`src/rtl/core/button_gesture_motor_mode_core_assert.svh`:
```
// Assertion macros shared by the button gesture motor mode RTL.
`ifndef BUTTON_GESTURE_MOTOR_MODE_CORE_ASSERT_SVH
`define BUTTON_GESTURE_MOTOR_MODE_CORE_ASSERT_SVH

// Same-cycle implication under synchronous active-low reset.
`define BGM_ASSERT_IMPL(label, clk, rst_n, ante, cons) \
  label: assert property (@(posedge clk) disable iff (!rst_n) (ante) |-> (cons)) \
    else $error("bgm assertion failed: same-cycle implication");

// Next-cycle implication under synchronous active-low reset.
`define BGM_ASSERT_NEXT(label, clk, rst_n, ante, cons) \
  label: assert property (@(posedge clk) disable iff (!rst_n) (ante) |=> (cons)) \
    else $error("bgm assertion failed: next-cycle implication");

`endif

```
`src/rtl/core/bgm_pkg.sv`:
```
// Shared types, codes and reset values for the button gesture motor mode core.
package bgm_pkg;

  localparam int unsigned TIME_W = 32;
  localparam int unsigned CFG_W  = 16;
  localparam int unsigned CMD_W  = 2;
  localparam int unsigned MODE_W = 2;
  localparam int unsigned GEST_W = 2;
  localparam int unsigned IDX_W  = 2;

  // Command codes
  localparam logic [CMD_W-1:0] CMD_TICK      = 2'd0;
  localparam logic [CMD_W-1:0] CMD_REMOTE_ON  = 2'd1;
  localparam logic [CMD_W-1:0] CMD_REMOTE_OFF = 2'd2;
  localparam logic [CMD_W-1:0] CMD_UNUSED     = 2'd3;

  // Motor modes
  localparam logic [MODE_W-1:0] MODE_OFF  = 2'd0;
  localparam logic [MODE_W-1:0] MODE_ON   = 2'd1;
  localparam logic [MODE_W-1:0] MODE_LOCK = 2'd2;

  // Gesture codes
  localparam logic [GEST_W-1:0] GEST_NONE   = 2'd0;
  localparam logic [GEST_W-1:0] GEST_SINGLE = 2'd1;
  localparam logic [GEST_W-1:0] GEST_DOUBLE = 2'd2;
  localparam logic [GEST_W-1:0] GEST_HOLD   = 2'd3;

  // Configuration register indexes
  localparam logic [IDX_W-1:0] REG_BOUNCE = 2'd0;
  localparam logic [IDX_W-1:0] REG_HOLD   = 2'd1;
  localparam logic [IDX_W-1:0] REG_DOUBLE = 2'd2;

  // Configuration reset values
  localparam logic [CFG_W-1:0] BOUNCE_RST = 16'd50;
  localparam logic [CFG_W-1:0] HOLD_RST   = 16'd250;
  localparam logic [CFG_W-1:0] DOUBLE_RST = 16'd500;

  typedef struct packed {
    logic [CMD_W-1:0]  command;
    logic              button_level;
    logic [TIME_W-1:0] now_ms;
  } item_t;

  typedef struct packed {
    logic              prev_level;
    logic [TIME_W-1:0] press_start;
    logic [TIME_W-1:0] last_release;
    logic              hold_active;
    logic              single_pending;
    logic [MODE_W-1:0] mode;
  } state_t;

  typedef struct packed {
    logic [MODE_W-1:0] motor_mode;
    logic              motor_drive;
    logic [GEST_W-1:0] gesture;
  } result_t;

  typedef struct packed {
    logic [CFG_W-1:0] bounce_ms;
    logic [CFG_W-1:0] hold_ms;
    logic [CFG_W-1:0] double_ms;
  } cfg_t;

endpackage

```
`src/rtl/core/bgm_in_reg.sv`:
```
// Input request register with valid flag and back-pressure from the compute stage.
module bgm_in_reg (
  input  logic          clk,
  input  logic          rst_n,
  input  logic          in_valid,
  output logic          in_ready,
  input  bgm_pkg::item_t in_item,
  input  logic          advance,
  output logic          item_vld,
  output bgm_pkg::item_t item
);

  logic           vld_r, vld_nxt;
  bgm_pkg::item_t item_r, item_nxt;

  // Take a new request when empty or when the held one moves on this cycle.
  assign in_ready = !vld_r || advance;

  always_comb begin
    vld_nxt  = vld_r;
    item_nxt = item_r;
    if (in_ready) begin
      vld_nxt = in_valid;
      if (in_valid) begin
        item_nxt = in_item;
      end
    end
  end

  always_ff @(posedge clk) begin
    if (!rst_n) begin
      vld_r <= 1'b0;
    end else begin
      vld_r <= vld_nxt;
    end
  end

  always_ff @(posedge clk) begin
    item_r <= item_nxt;
  end

  assign item_vld = vld_r;
  assign item     = item_r;

endmodule

```
`src/rtl/core/bgm_step.sv`:
```
// Combinational gesture classification and mode update for one request.
module bgm_step (
  input  bgm_pkg::item_t   item,
  input  bgm_pkg::state_t  cur,
  input  bgm_pkg::cfg_t    cfg,
  output bgm_pkg::state_t  nxt,
  output bgm_pkg::result_t res
);

  logic [bgm_pkg::TIME_W-1:0] press_dt;
  logic [bgm_pkg::TIME_W-1:0] rel_dt;
  logic                       rise, fall, both_high, counted;
  logic [bgm_pkg::GEST_W-1:0] gest;

  assign press_dt  = item.now_ms - cur.press_start;
  assign rel_dt    = item.now_ms - cur.last_release;
  assign rise      = item.button_level && !cur.prev_level;
  assign fall      = !item.button_level && cur.prev_level;
  assign both_high = item.button_level && cur.prev_level;
  assign counted   = fall && (press_dt > {16'd0, cfg.bounce_ms}) && !cur.hold_active;

  always_comb begin
    nxt  = cur;
    gest = bgm_pkg::GEST_NONE;
    unique case (item.command)
      bgm_pkg::CMD_REMOTE_ON:  nxt.mode = bgm_pkg::MODE_ON;
      bgm_pkg::CMD_REMOTE_OFF: nxt.mode = bgm_pkg::MODE_OFF;
      bgm_pkg::CMD_TICK: begin
        if (rise) begin
          nxt.press_start = item.now_ms;
        end
        if (both_high && (press_dt > {16'd0, cfg.hold_ms})) begin
          nxt.mode        = bgm_pkg::MODE_ON;
          nxt.hold_active = 1'b1;
        end
        if (counted) begin
          if (rel_dt >= {16'd0, cfg.double_ms}) begin
            nxt.single_pending = 1'b1;
          end else begin
            nxt.mode = (cur.mode == bgm_pkg::MODE_LOCK) ? bgm_pkg::MODE_OFF
                                                        : bgm_pkg::MODE_LOCK;
            nxt.single_pending = 1'b0;
            gest = bgm_pkg::GEST_DOUBLE;
          end
          nxt.last_release = item.now_ms;
        end
        if (fall && cur.hold_active) begin
          nxt.mode        = bgm_pkg::MODE_OFF;
          nxt.hold_active = 1'b0;
          gest            = bgm_pkg::GEST_HOLD;
        end
        nxt.prev_level = item.button_level;
        // A counted release resets the window, so only an old pending single expires.
        if (cur.single_pending && !counted && (rel_dt > {16'd0, cfg.double_ms})) begin
          nxt.mode = (nxt.mode == bgm_pkg::MODE_OFF) ? bgm_pkg::MODE_ON
                                                     : bgm_pkg::MODE_OFF;
          nxt.single_pending = 1'b0;
          gest = bgm_pkg::GEST_SINGLE;
        end
      end
      bgm_pkg::CMD_UNUSED: ;
      default: ;
    endcase
  end

  assign res.motor_mode  = nxt.mode;
  assign res.motor_drive = (nxt.mode == bgm_pkg::MODE_ON);
  assign res.gesture     = gest;

endmodule

```
`src/rtl/core/button_gesture_motor_mode_core.sv`:
```
// Top level of the button gesture motor mode core: registers, state and result stage.
//
//  Port group | Handshake          | Payload
//  -----------+--------------------+-------------------------------------------
//  in_        | in_valid/in_ready  | in_command, in_button_level, in_now_ms
//  out_       | out_valid/out_ready| out_motor_mode, out_motor_drive, out_gesture
//  cfg_       | cfg_we (no wait)   | cfg_index, cfg_wdata
//
// One request per cycle sustained while out_ready stays high. A request is
// classified while it sits in the input register; when it advances, the
// button/mode state and the result register update together and out_valid
// rises; the result leaves the result register on out_ready. Back-to-back
// requests see the state left by their predecessor.
// Reset (rst_n low, synchronous) empties both stages, loads the register
// defaults (bounce 50, hold 250, double 500) and clears the state to
// released/off.
// A stalled result holds in the output register; the input register keeps
// accepting until it too is full, and in_ready falls only then.
module button_gesture_motor_mode_core (
  input  logic                        clk,
  input  logic                        rst_n,
  // request channel
  input  logic                        in_valid,
  output logic                        in_ready,
  input  logic [bgm_pkg::CMD_W-1:0]   in_command,
  input  logic                        in_button_level,
  input  logic [bgm_pkg::TIME_W-1:0]  in_now_ms,
  // result channel
  output logic                        out_valid,
  input  logic                        out_ready,
  output logic [bgm_pkg::MODE_W-1:0]  out_motor_mode,
  output logic                        out_motor_drive,
  output logic [bgm_pkg::GEST_W-1:0]  out_gesture,
  // configuration writes
  input  logic                        cfg_we,
  input  logic [bgm_pkg::IDX_W-1:0]   cfg_index,
  input  logic [bgm_pkg::CFG_W-1:0]   cfg_wdata
);

  `include "button_gesture_motor_mode_core_assert.svh"

  bgm_pkg::item_t   in_item;
  bgm_pkg::item_t   item;
  logic             item_vld;
  logic             advance;

  bgm_pkg::cfg_t    cfg_r, cfg_nxt;
  bgm_pkg::state_t  state_r, state_nxt, step_state;
  bgm_pkg::result_t step_res;
  bgm_pkg::result_t res_r, res_nxt;
  logic             out_valid_r, out_valid_nxt;

  assign in_item.command      = in_command;
  assign in_item.button_level = in_button_level;
  assign in_item.now_ms       = in_now_ms;

  // Move a request into the result register when it is free or being drained.
  assign advance = item_vld && (!out_valid_r || out_ready);

  bgm_in_reg u_in_reg (
    .clk      (clk),
    .rst_n    (rst_n),
    .in_valid (in_valid),
    .in_ready (in_ready),
    .in_item  (in_item),
    .advance  (advance),
    .item_vld (item_vld),
    .item     (item)
  );

  bgm_step u_step (
    .item (item),
    .cur  (state_r),
    .cfg  (cfg_r),
    .nxt  (step_state),
    .res  (step_res)
  );

  // Configuration: write by index, drop writes to unused indexes.
  always_comb begin
    cfg_nxt = cfg_r;
    if (cfg_we) begin
      unique case (cfg_index)
        bgm_pkg::REG_BOUNCE: cfg_nxt.bounce_ms = cfg_wdata;
        bgm_pkg::REG_HOLD:   cfg_nxt.hold_ms   = cfg_wdata;
        bgm_pkg::REG_DOUBLE: cfg_nxt.double_ms = cfg_wdata;
        default: ;
      endcase
    end
  end

  // Commit state and result only when the request advances.
  always_comb begin
    state_nxt     = state_r;
    res_nxt       = res_r;
    out_valid_nxt = out_valid_r && !out_ready;
    if (advance) begin
      state_nxt     = step_state;
      res_nxt       = step_res;
      out_valid_nxt = 1'b1;
    end
  end

  always_ff @(posedge clk) begin
    if (!rst_n) begin
      cfg_r.bounce_ms      <= bgm_pkg::BOUNCE_RST;
      cfg_r.hold_ms        <= bgm_pkg::HOLD_RST;
      cfg_r.double_ms      <= bgm_pkg::DOUBLE_RST;
      state_r.prev_level     <= 1'b0;
      state_r.press_start    <= '0;
      state_r.last_release   <= '0;
      state_r.hold_active    <= 1'b0;
      state_r.single_pending <= 1'b0;
      state_r.mode           <= bgm_pkg::MODE_OFF;
      out_valid_r          <= 1'b0;
    end else begin
      cfg_r       <= cfg_nxt;
      state_r     <= state_nxt;
      out_valid_r <= out_valid_nxt;
    end
  end

  always_ff @(posedge clk) begin
    res_r <= res_nxt;
  end

  assign out_valid       = out_valid_r;
  assign out_motor_mode  = res_r.motor_mode;
  assign out_motor_drive = res_r.motor_drive;
  assign out_gesture     = res_r.gesture;

  // Drive follows the reported mode.
  `BGM_ASSERT_IMPL(a_drive_mode, clk, rst_n, out_valid_r,
                   out_motor_drive == (out_motor_mode == bgm_pkg::MODE_ON))
  // A released hold leaves the motor off.
  `BGM_ASSERT_IMPL(a_hold_off, clk, rst_n,
                   out_valid_r && (out_gesture == bgm_pkg::GEST_HOLD),
                   out_motor_mode == bgm_pkg::MODE_OFF)
  // A double press ends in off or locked.
  `BGM_ASSERT_IMPL(a_double_mode, clk, rst_n,
                   out_valid_r && (out_gesture == bgm_pkg::GEST_DOUBLE),
                   (out_motor_mode == bgm_pkg::MODE_OFF) ||
                   (out_motor_mode == bgm_pkg::MODE_LOCK))
  // An advancing request always lands in the result register.
  `BGM_ASSERT_NEXT(a_advance_lands, clk, rst_n, advance, out_valid_r)

endmodule
```
`config.mk`:
```
export PLATFORM = sky130hd
export DESIGN_NAME = button_gesture_motor_mode_core
export DESIGN_NICKNAME = d
export VERILOG_FILES = /design/src/rtl/core/bgm_pkg.sv /design/src/rtl/core/bgm_in_reg.sv /design/src/rtl/core/bgm_step.sv /design/src/rtl/core/button_gesture_motor_mode_core.sv
export VERILOG_INCLUDE_DIRS = /design/src /design/src/rtl/core
export SDC_FILE = /design/constraint.sdc
export NUM_CORES = 1
export LEC_CHECK = 0
export BUFFER_PORTS_ARGS = -buffer_cell sky130_fd_sc_hd__buf_2
export CAP_MARGIN = 5
export CORE_ASPECT_RATIO = 1.2
export CORE_UTILIZATION = 48
export CTS_CLUSTER_SIZE = 28
export DETAILED_ROUTE_END_ITERATION = 8
export HOLD_SLACK_MARGIN = 0.12
export MAX_ROUTING_LAYER = met4
export PLACE_DENSITY = 0.65
export SETUP_SLACK_MARGIN = 0.02
export SLEW_MARGIN = 20
export SYNTH_ARGS = -nofsm -noshare
export SYNTH_HDL_FRONTEND = slang
export SYNTH_SLANG_ARGS = --single-unit
```
`constraint.sdc`:
```
create_clock -name clk -period 8.3 [get_ports clk]
set_clock_uncertainty 0.2 [all_clocks]
set_input_delay 0.415 -clock clk [delete_from_list [all_inputs] [get_ports clk]]
set_output_delay 0.415 -clock clk [all_outputs]
set_load 0.01 [all_outputs]
```
Yosys cells after proc, flatten, opt, wreduce, memory -nomap -nowiden
Cells that the tools add are included.
- register bits after elaboration: 159
- bits of input ports: 58
- output and inout port bits: 7
- logic and storage cells: 83
- $add $sub $neg: 2
- order comparisons: 4
- equality and inequality tests: 6
- mux-type cells: 17
- bitwise operators: 1
- reductions and logical operators: 35
- operator list (operator ; number):
    32-bit by 16-bit greater-than comparator with 1-bit output ; 3
    32-bit subtractor ; 2
    32-bit by 16-bit greater-or-equal comparator with 1-bit output ; 1
    2-bit two-way mux ; 8
    3-bit AND reduction ; 4
    1-bit logical AND ; 11
    2-bit AND reduction ; 5
    1-bit logical NOT ; 7
    2-bit by 1-bit equality test with 1-bit output (second input constant) ; 3
    2-bit equality test (second input constant) ; 3
    2-bit logical NOT ; 3
    1-bit two-way mux ; 6
    3-bit two-way mux ; 2
    2-bit case mux with 3 select lines ; 1
    2-bit nonzero test ; 2
    1-bit logical OR ; 2
    2-bit OR reduction ; 1
    1-bit NOT ; 1

Depth between registers and ports, before layout
- word-level depth: 13
- mapped depth: 24
- depth with buffers taken out: 24

Modules after synthesis
Synthesis repeated with hierarchy kept, for this count alone.
- cells, all modules: 1472
- area, all modules: 12075.3 sq um
- by module, submodules not included (module ; times used ; cells each ; area an instance (sq um) ; sequential area each (sq um)):
    bgm_step ; 1 ; 947 ; 6388.6 ; 0.0
    button_gesture_motor_mode_core ; 1 ; 485 ; 4578.1 ; 2512.4
    bgm_in_reg ; 1 ; 40 ; 1108.6 ; 1071.0

Worst setup path after synthesis
OpenSTA, ideal clock, no wires.
- kind: flip-flop to flip-flop
- start point: reg u_in_reg.item_r (netlist bit u_in_reg.item[3])
- end point: reg res_r (netlist bit out_motor_drive) (data pin)
- library setup time: 0.260 ns
- arrival: 4.388 ns
- data required time: 7.840 ns
- setup slack: 3.453 ns
- stages on the path, launching flop included: 21
- buffers on the path: 0
- period minus slack after synthesis: 4.847 ns
- path through: edfxtp_1 -> ha_1 -> a21o_1 -> a21oi_1 -> nand2_1 -> a21o_1 -> a21o_1 -> a21oi_1 -> o21bai_1 -> xor2_1 -> ha_1 -> nand4_1 -> nor4_1 -> a21oi_1 -> o22a_1 -> and4b_1 -> a21o_1 -> or4_4 -> a41o_1 -> a31oi_2 -> nor2_1
- RTL lines (element ; line ; RTL):
    from (decl) ; bgm_in_reg.sv:14 ; bgm_pkg::item_t item_r, item_nxt;
    from (signal assigned) ; bgm_in_reg.sv:39 ; item_r <= item_nxt;
    to (signal assigned) ; button_gesture_motor_mode_core.sv:124 ; res_r <= res_nxt;
    to (decl) ; button_gesture_motor_mode_core.sv:50 ; bgm_pkg::result_t res_r, res_nxt;

==> reports/metrics.sh <==
DP_HPWL_MM=22.7
PATH_CLK_SLEW_NS=0.07
FLOORPLAN.CORE_AREA_SQ_UM=22500
GLOBALROUTE.TOTALOVERFLOW=0
CRITICAL-PATH-MAX-STAGE-DELAY_NS=0.52
CRITICAL-PATH-TOP-DELAY-FAMILY='compound AO/OA/AOI/OAI gates'
SYNTHMUXAREASHARE=0.0318
TNS_NS=0
CRITICAL_PATH.MOST_COMMON_CELL='sky130_fd_sc_hd__a21oi_1'
CTSHTREEMAXLEVEL=4
DESIGN.PORTCOUNT=65
DRT_DRC_VIOLATIONS_LEFT=0
IO_BUFFER_COUNT=64
DETAIL_ROUTE.ITER0.VIOLATIONS=477
PLACEMENT.CELL_AREA_SQ_UM=11600
SYNTHADDERAREAFRAC=0.128
WORST_SETUP_PATH_STARTPOINT='u_in_reg.item[0]$_DFFE_PP_'
CRIT_FANOUT=3
FINAL_ANTENNA_NET_COUNT=0
INITIAL_ANTENNA_VIOLATION_COUNT=0
FINAL-MAX-SLEW-VIOLATION-COUNT=0
CLOCK-SINKS=159
RUN_STATUS='completed'
FINALWIRELENGTH_MM=30.4
INITIAL_UTILIZATION=0.492
LARGEST_NET_DEGREE_AT_THE_START_OF_GLOBAL_ROUTING=120
RSZ0062_AT_GRT='false'
ARRIVAL_NS=5.52
CLOCK_BUFFERS_CREATED_BY_TRITONCTS=17
CLOCK_TREE.BUFFER_DEPTH=2
TIMING.HOLD.WORST.START='state_r[63]$_SDFFE_PN0P_'
ROW_COUNT=60
ENDPOINT_KIND='flop'
MAPPEDNETLISTNETS=1508
GLOBALPLACE.CONGESTION=0.911
ASYNC_FLOP_SHARE=0
SETUP_VIOLATIONS=0
POST_ROUTE_SETUP_SLACK_NS=2.77
DRT-VIAS-PER-INSTANCE=5.70
FRACTION_OF_LAYOUT_INSTANCES_USING_A_DRIVE_STRENGTH_ABOVE_1=0.0866
POWER_LEAKAGE_nW=4.78
CRITICALPATHCATEGORY='reg2reg'
ACHIEVABLE-FREQUENCY_GHz=0.181
AREA_GROWTH_PCT=14.9
FIRST_PASS_GRT_WIRE_LENGTH_MM=48.6
YS_SEQ_AREA_FRAC=0.324
PRE_CTS_SLACK_NS=2.78
DIE-AREA_SQ_UM=23700
INSERTION_DELAY_NS=0.44
FIRST_GLOBAL_VIAS=9559
YS_FF_LATCH=159
FLOORPLAN.DIE.WIDTH_UM=141
SYNTHESIZED_AREA_SQ_UM=11100
MAXSLEWHEADROOM=0.357
POST-ROUTE-MIN-PERIOD_NS=5.53
SYNTHESIS.AREA_PER_INSTANCE_SQ_UM=8.28
POST-ROUTE-CELL-AREA_SQ_UM=12700
WORSTPATHBUFFERINVERTERCOUNT=3
GRT_USE_TOTAL=0.269
CRITICAL-PATH-SLOWEST-CELL='sky130_fd_sc_hd__or4_4'
CELL_AT_THE_ROOT_OF_THE_CLOCK_TREE='sky130_fd_sc_hd__clkbuf_16'
SYNTH-COMPOUND-AREA-SHARE=0.223
YS_TYPES=85
SYNTH_TOP_FAMILY_BY_AREA='compound AO/OA/AOI/OAI gates'
SYNTH_CELLS=1338
DR_TOTAL_VIAS=9811
WORST_R2R_STARTPOINT='u_in_reg.item[0]$_DFFE_PP_'
SYNTH_WARNINGS=0
DRV.MAX_CAP_VIOLATION_COUNT=0
CELL_CHAIN_OF_THE_CRITICAL_PATH='inv_1, ha_1, inv_1, fa_1, a21oi_1, o2bb2ai_1, or2_2, a21o_1, a21oi_1, o21bai_1, a21oi_1, xnor2_1, ha_1, nor2b_1, o21ai_0, a21oi_1, nor3_1, nor2_1, nor3_1, nand2b_1, or4_4, a41o_1, a31oi_2, inv_1'
TRITONCTS='built'
WL_PER_CELL_UM=17.7
DOMINANTREGCELLSYNTH='sky130_fd_sc_hd__dfxtp_1'
SYNTH-EDFF-COUNT=40
DRT_PASS1_ITERATIONS=5
FINAL.PERIOD_UTILIZATION=0.667
POST_SYNTH_AND_OR_NAND_NOR_AREA_FRACTION=0.197
CRITICAL_PATH.STARTPOINT_TYPE='flop'
FINALHOLDVIOLCOUNT=0
MAX-VDD-IR-DROP_mV=0.140
N_ANTENNA_CELL=0
MAX_SLEW.WORST_PIN.SLEW_NS=0.965
P_PER_AREA_nW_PER_UM2=160
FP.DIEH_UM=168
CRITICAL_PATH_RT_NS=8.29
FINAL_NETS=1600
HOLDCRITPATHCLASS='reg2reg'
SYNTH_XOR_XNOR_AREA_SHARE=0.0356
Yosys cell counts, types with 7 or more instances:
master | number | area [sq um]
sky130_fd_sc_hd__a21boi_0 | 74 | 556
sky130_fd_sc_hd__a21o_1 | 24 | 180
sky130_fd_sc_hd__a21oi_1 | 91 | 455
sky130_fd_sc_hd__a31oi_1 | 7 | 43.8
sky130_fd_sc_hd__and2_1 | 7 | 43.8
sky130_fd_sc_hd__and3_1 | 8 | 50.1
sky130_fd_sc_hd__buf_2 | 15 | 75.1
sky130_fd_sc_hd__clkbuf_1 | 31 | 116
sky130_fd_sc_hd__dfxtp_1 | 119 | 2380
sky130_fd_sc_hd__edfxtp_1 | 40 | 1200
sky130_fd_sc_hd__ha_1 | 110 | 1380
sky130_fd_sc_hd__inv_1 | 120 | 450
sky130_fd_sc_hd__mux2i_1 | 34 | 340
sky130_fd_sc_hd__nand2_1 | 217 | 815
sky130_fd_sc_hd__nand2b_1 | 11 | 68.8
sky130_fd_sc_hd__nand3_1 | 18 | 90.1
sky130_fd_sc_hd__nand4_1 | 29 | 181
sky130_fd_sc_hd__nor2_1 | 53 | 199
sky130_fd_sc_hd__nor2b_1 | 43 | 269
sky130_fd_sc_hd__nor3_1 | 21 | 105
sky130_fd_sc_hd__nor4_1 | 10 | 62.6
sky130_fd_sc_hd__o211ai_1 | 27 | 203
sky130_fd_sc_hd__o21a_1 | 11 | 82.6
sky130_fd_sc_hd__o21ai_0 | 44 | 220
sky130_fd_sc_hd__o21ai_1 | 7 | 35.0
sky130_fd_sc_hd__o21bai_1 | 10 | 75.1
sky130_fd_sc_hd__o31ai_1 | 8 | 60.1
sky130_fd_sc_hd__xnor2_1 | 22 | 193
sky130_fd_sc_hd__xor2_1 | 23 | 201
power by group:
group          internal, W  total [W]  leakage [nW]  switching [W]
clock network     0.000431   0.000796         0.296       0.000365
logic             0.000168   0.000401          3.13       0.000232
registers         0.000819   0.000843          1.35      0.0000236
worst register-to-register path: stages (launching register included):
cell                        delay (ns)
sky130_fd_sc_hd__edfxtp_1         0.41
sky130_fd_sc_hd__inv_1            0.10
sky130_fd_sc_hd__ha_1             0.17
sky130_fd_sc_hd__inv_1            0.05
sky130_fd_sc_hd__fa_1             0.39
sky130_fd_sc_hd__a21oi_1          0.19
sky130_fd_sc_hd__o2bb2ai_1        0.16
sky130_fd_sc_hd__or2_2            0.35
sky130_fd_sc_hd__a21o_1           0.19
sky130_fd_sc_hd__a21oi_1          0.24
sky130_fd_sc_hd__o21bai_1         0.10
sky130_fd_sc_hd__a21oi_1          0.17
sky130_fd_sc_hd__xnor2_1          0.14
sky130_fd_sc_hd__ha_1             0.26
sky130_fd_sc_hd__nor2b_1          0.13
sky130_fd_sc_hd__o21ai_0          0.18
sky130_fd_sc_hd__a21oi_1          0.09
sky130_fd_sc_hd__nor3_1           0.14
sky130_fd_sc_hd__nor2_1           0.07
sky130_fd_sc_hd__nor3_1           0.37
sky130_fd_sc_hd__nand2b_1         0.17
sky130_fd_sc_hd__or4_4            0.52
sky130_fd_sc_hd__a41o_1           0.23
sky130_fd_sc_hd__a31oi_2          0.20
sky130_fd_sc_hd__inv_1            0.06
final cells by class:
type                            instances  area, sq um
Multi-Input combinational cell       1008         6830
Timing Repair Buffer                  124          923
Sequential cell                       159         3580
Inverter                              120          450
Fill cell                            2059         9790
Tap cell                              279          349
Clock inverter                         13          111
Clock buffer                           19          475
registers in the layout, indices dropped and copies added (netlist names):
| signal | count |
|---|---|
| state_r | 69 |
| cfg_r | 48 |
| u_in_reg.item | 35 |
| out_gesture | 2 |
| out_motor_mode | 2 |
| out_motor_drive | 1 |
| out_valid | 1 |
| u_in_reg.item_vld | 1 |
layout by cell type (no fill, tap or decap), drive strengths merged, types with 18 or more instances in the layout:
cell type | netlist | layout
nand2 | 217 | 217
inv | 120 | 130
dfxtp | 119 | 119
ha | 110 | 110
a21oi | 93 | 93
a21boi | 75 | 75
buf | 17 | 71
nor2 | 54 | 54
dlygate4sd3 | 0 | 53
o21ai | 51 | 51
nor2b | 43 | 43
edfxtp | 40 | 40
mux2i | 34 | 34
nand4 | 31 | 31
o211ai | 27 | 27
a21o | 24 | 24
xor2 | 23 | 23
xnor2 | 22 | 22
nor3 | 21 | 21
clkbuf | 34 | 19
nand3 | 18 | 18
final timing paths:
kind | endpoint | cells after the start | slack [ns]
worst max register to register | out_motor_mode[0]$_DFFE_PP_ | 24 | 2.77
worst max-delay path | out_motor_mode[0]$_DFFE_PP_ | 24 | 2.77
worst min register to register | state_r[63]$_SDFFE_PN0P_ | 2 | 0.26
worst min-delay path | state_r[63]$_SDFFE_PN0P_ | 2 | 0.26
repair_timing:
action | 4_1_cts | 5_1_grt
hold endpoints to repair | 84 | 0
buffers inserted | 0 | 0
gates resized for setup | 0 | 0
hold buffers | 53 | 0
through the flow:
step	std cells	hold slack, ns	utilization	power, W
6_report	1722	0.263	0.565	0.00204
5_1_grt	1722	0.286	0.565	0.00213
4_1_cts	1721	0.270	0.564	0.00205
3_5_place_dp	1636	0.261	0.514	0.00124
3_3_place_gp	1636	0.254	0.514	0.00123
2_1_floorplan	1338	0.243	-	0.00112
routing by layer:
layer	global-route usage	share of wire	vias up	wire, um
li1	-	-	4939	-
met1	0.311	0.44	4572	13400
met2	0.464	0.49	233	15000
met3	0.0344	0.029	67	896
met4	0.123	0.038	0	1160
met5	-	0	-	0
cell families after synthesis:
logic type,count (synthesis)
xor+xnor,45
compound gates,364
flops,159
mux,35
simple gates,452
fa+ha+maj,112
buf+inv,171
Note: power is estimated with default switching activity, not from simulation.
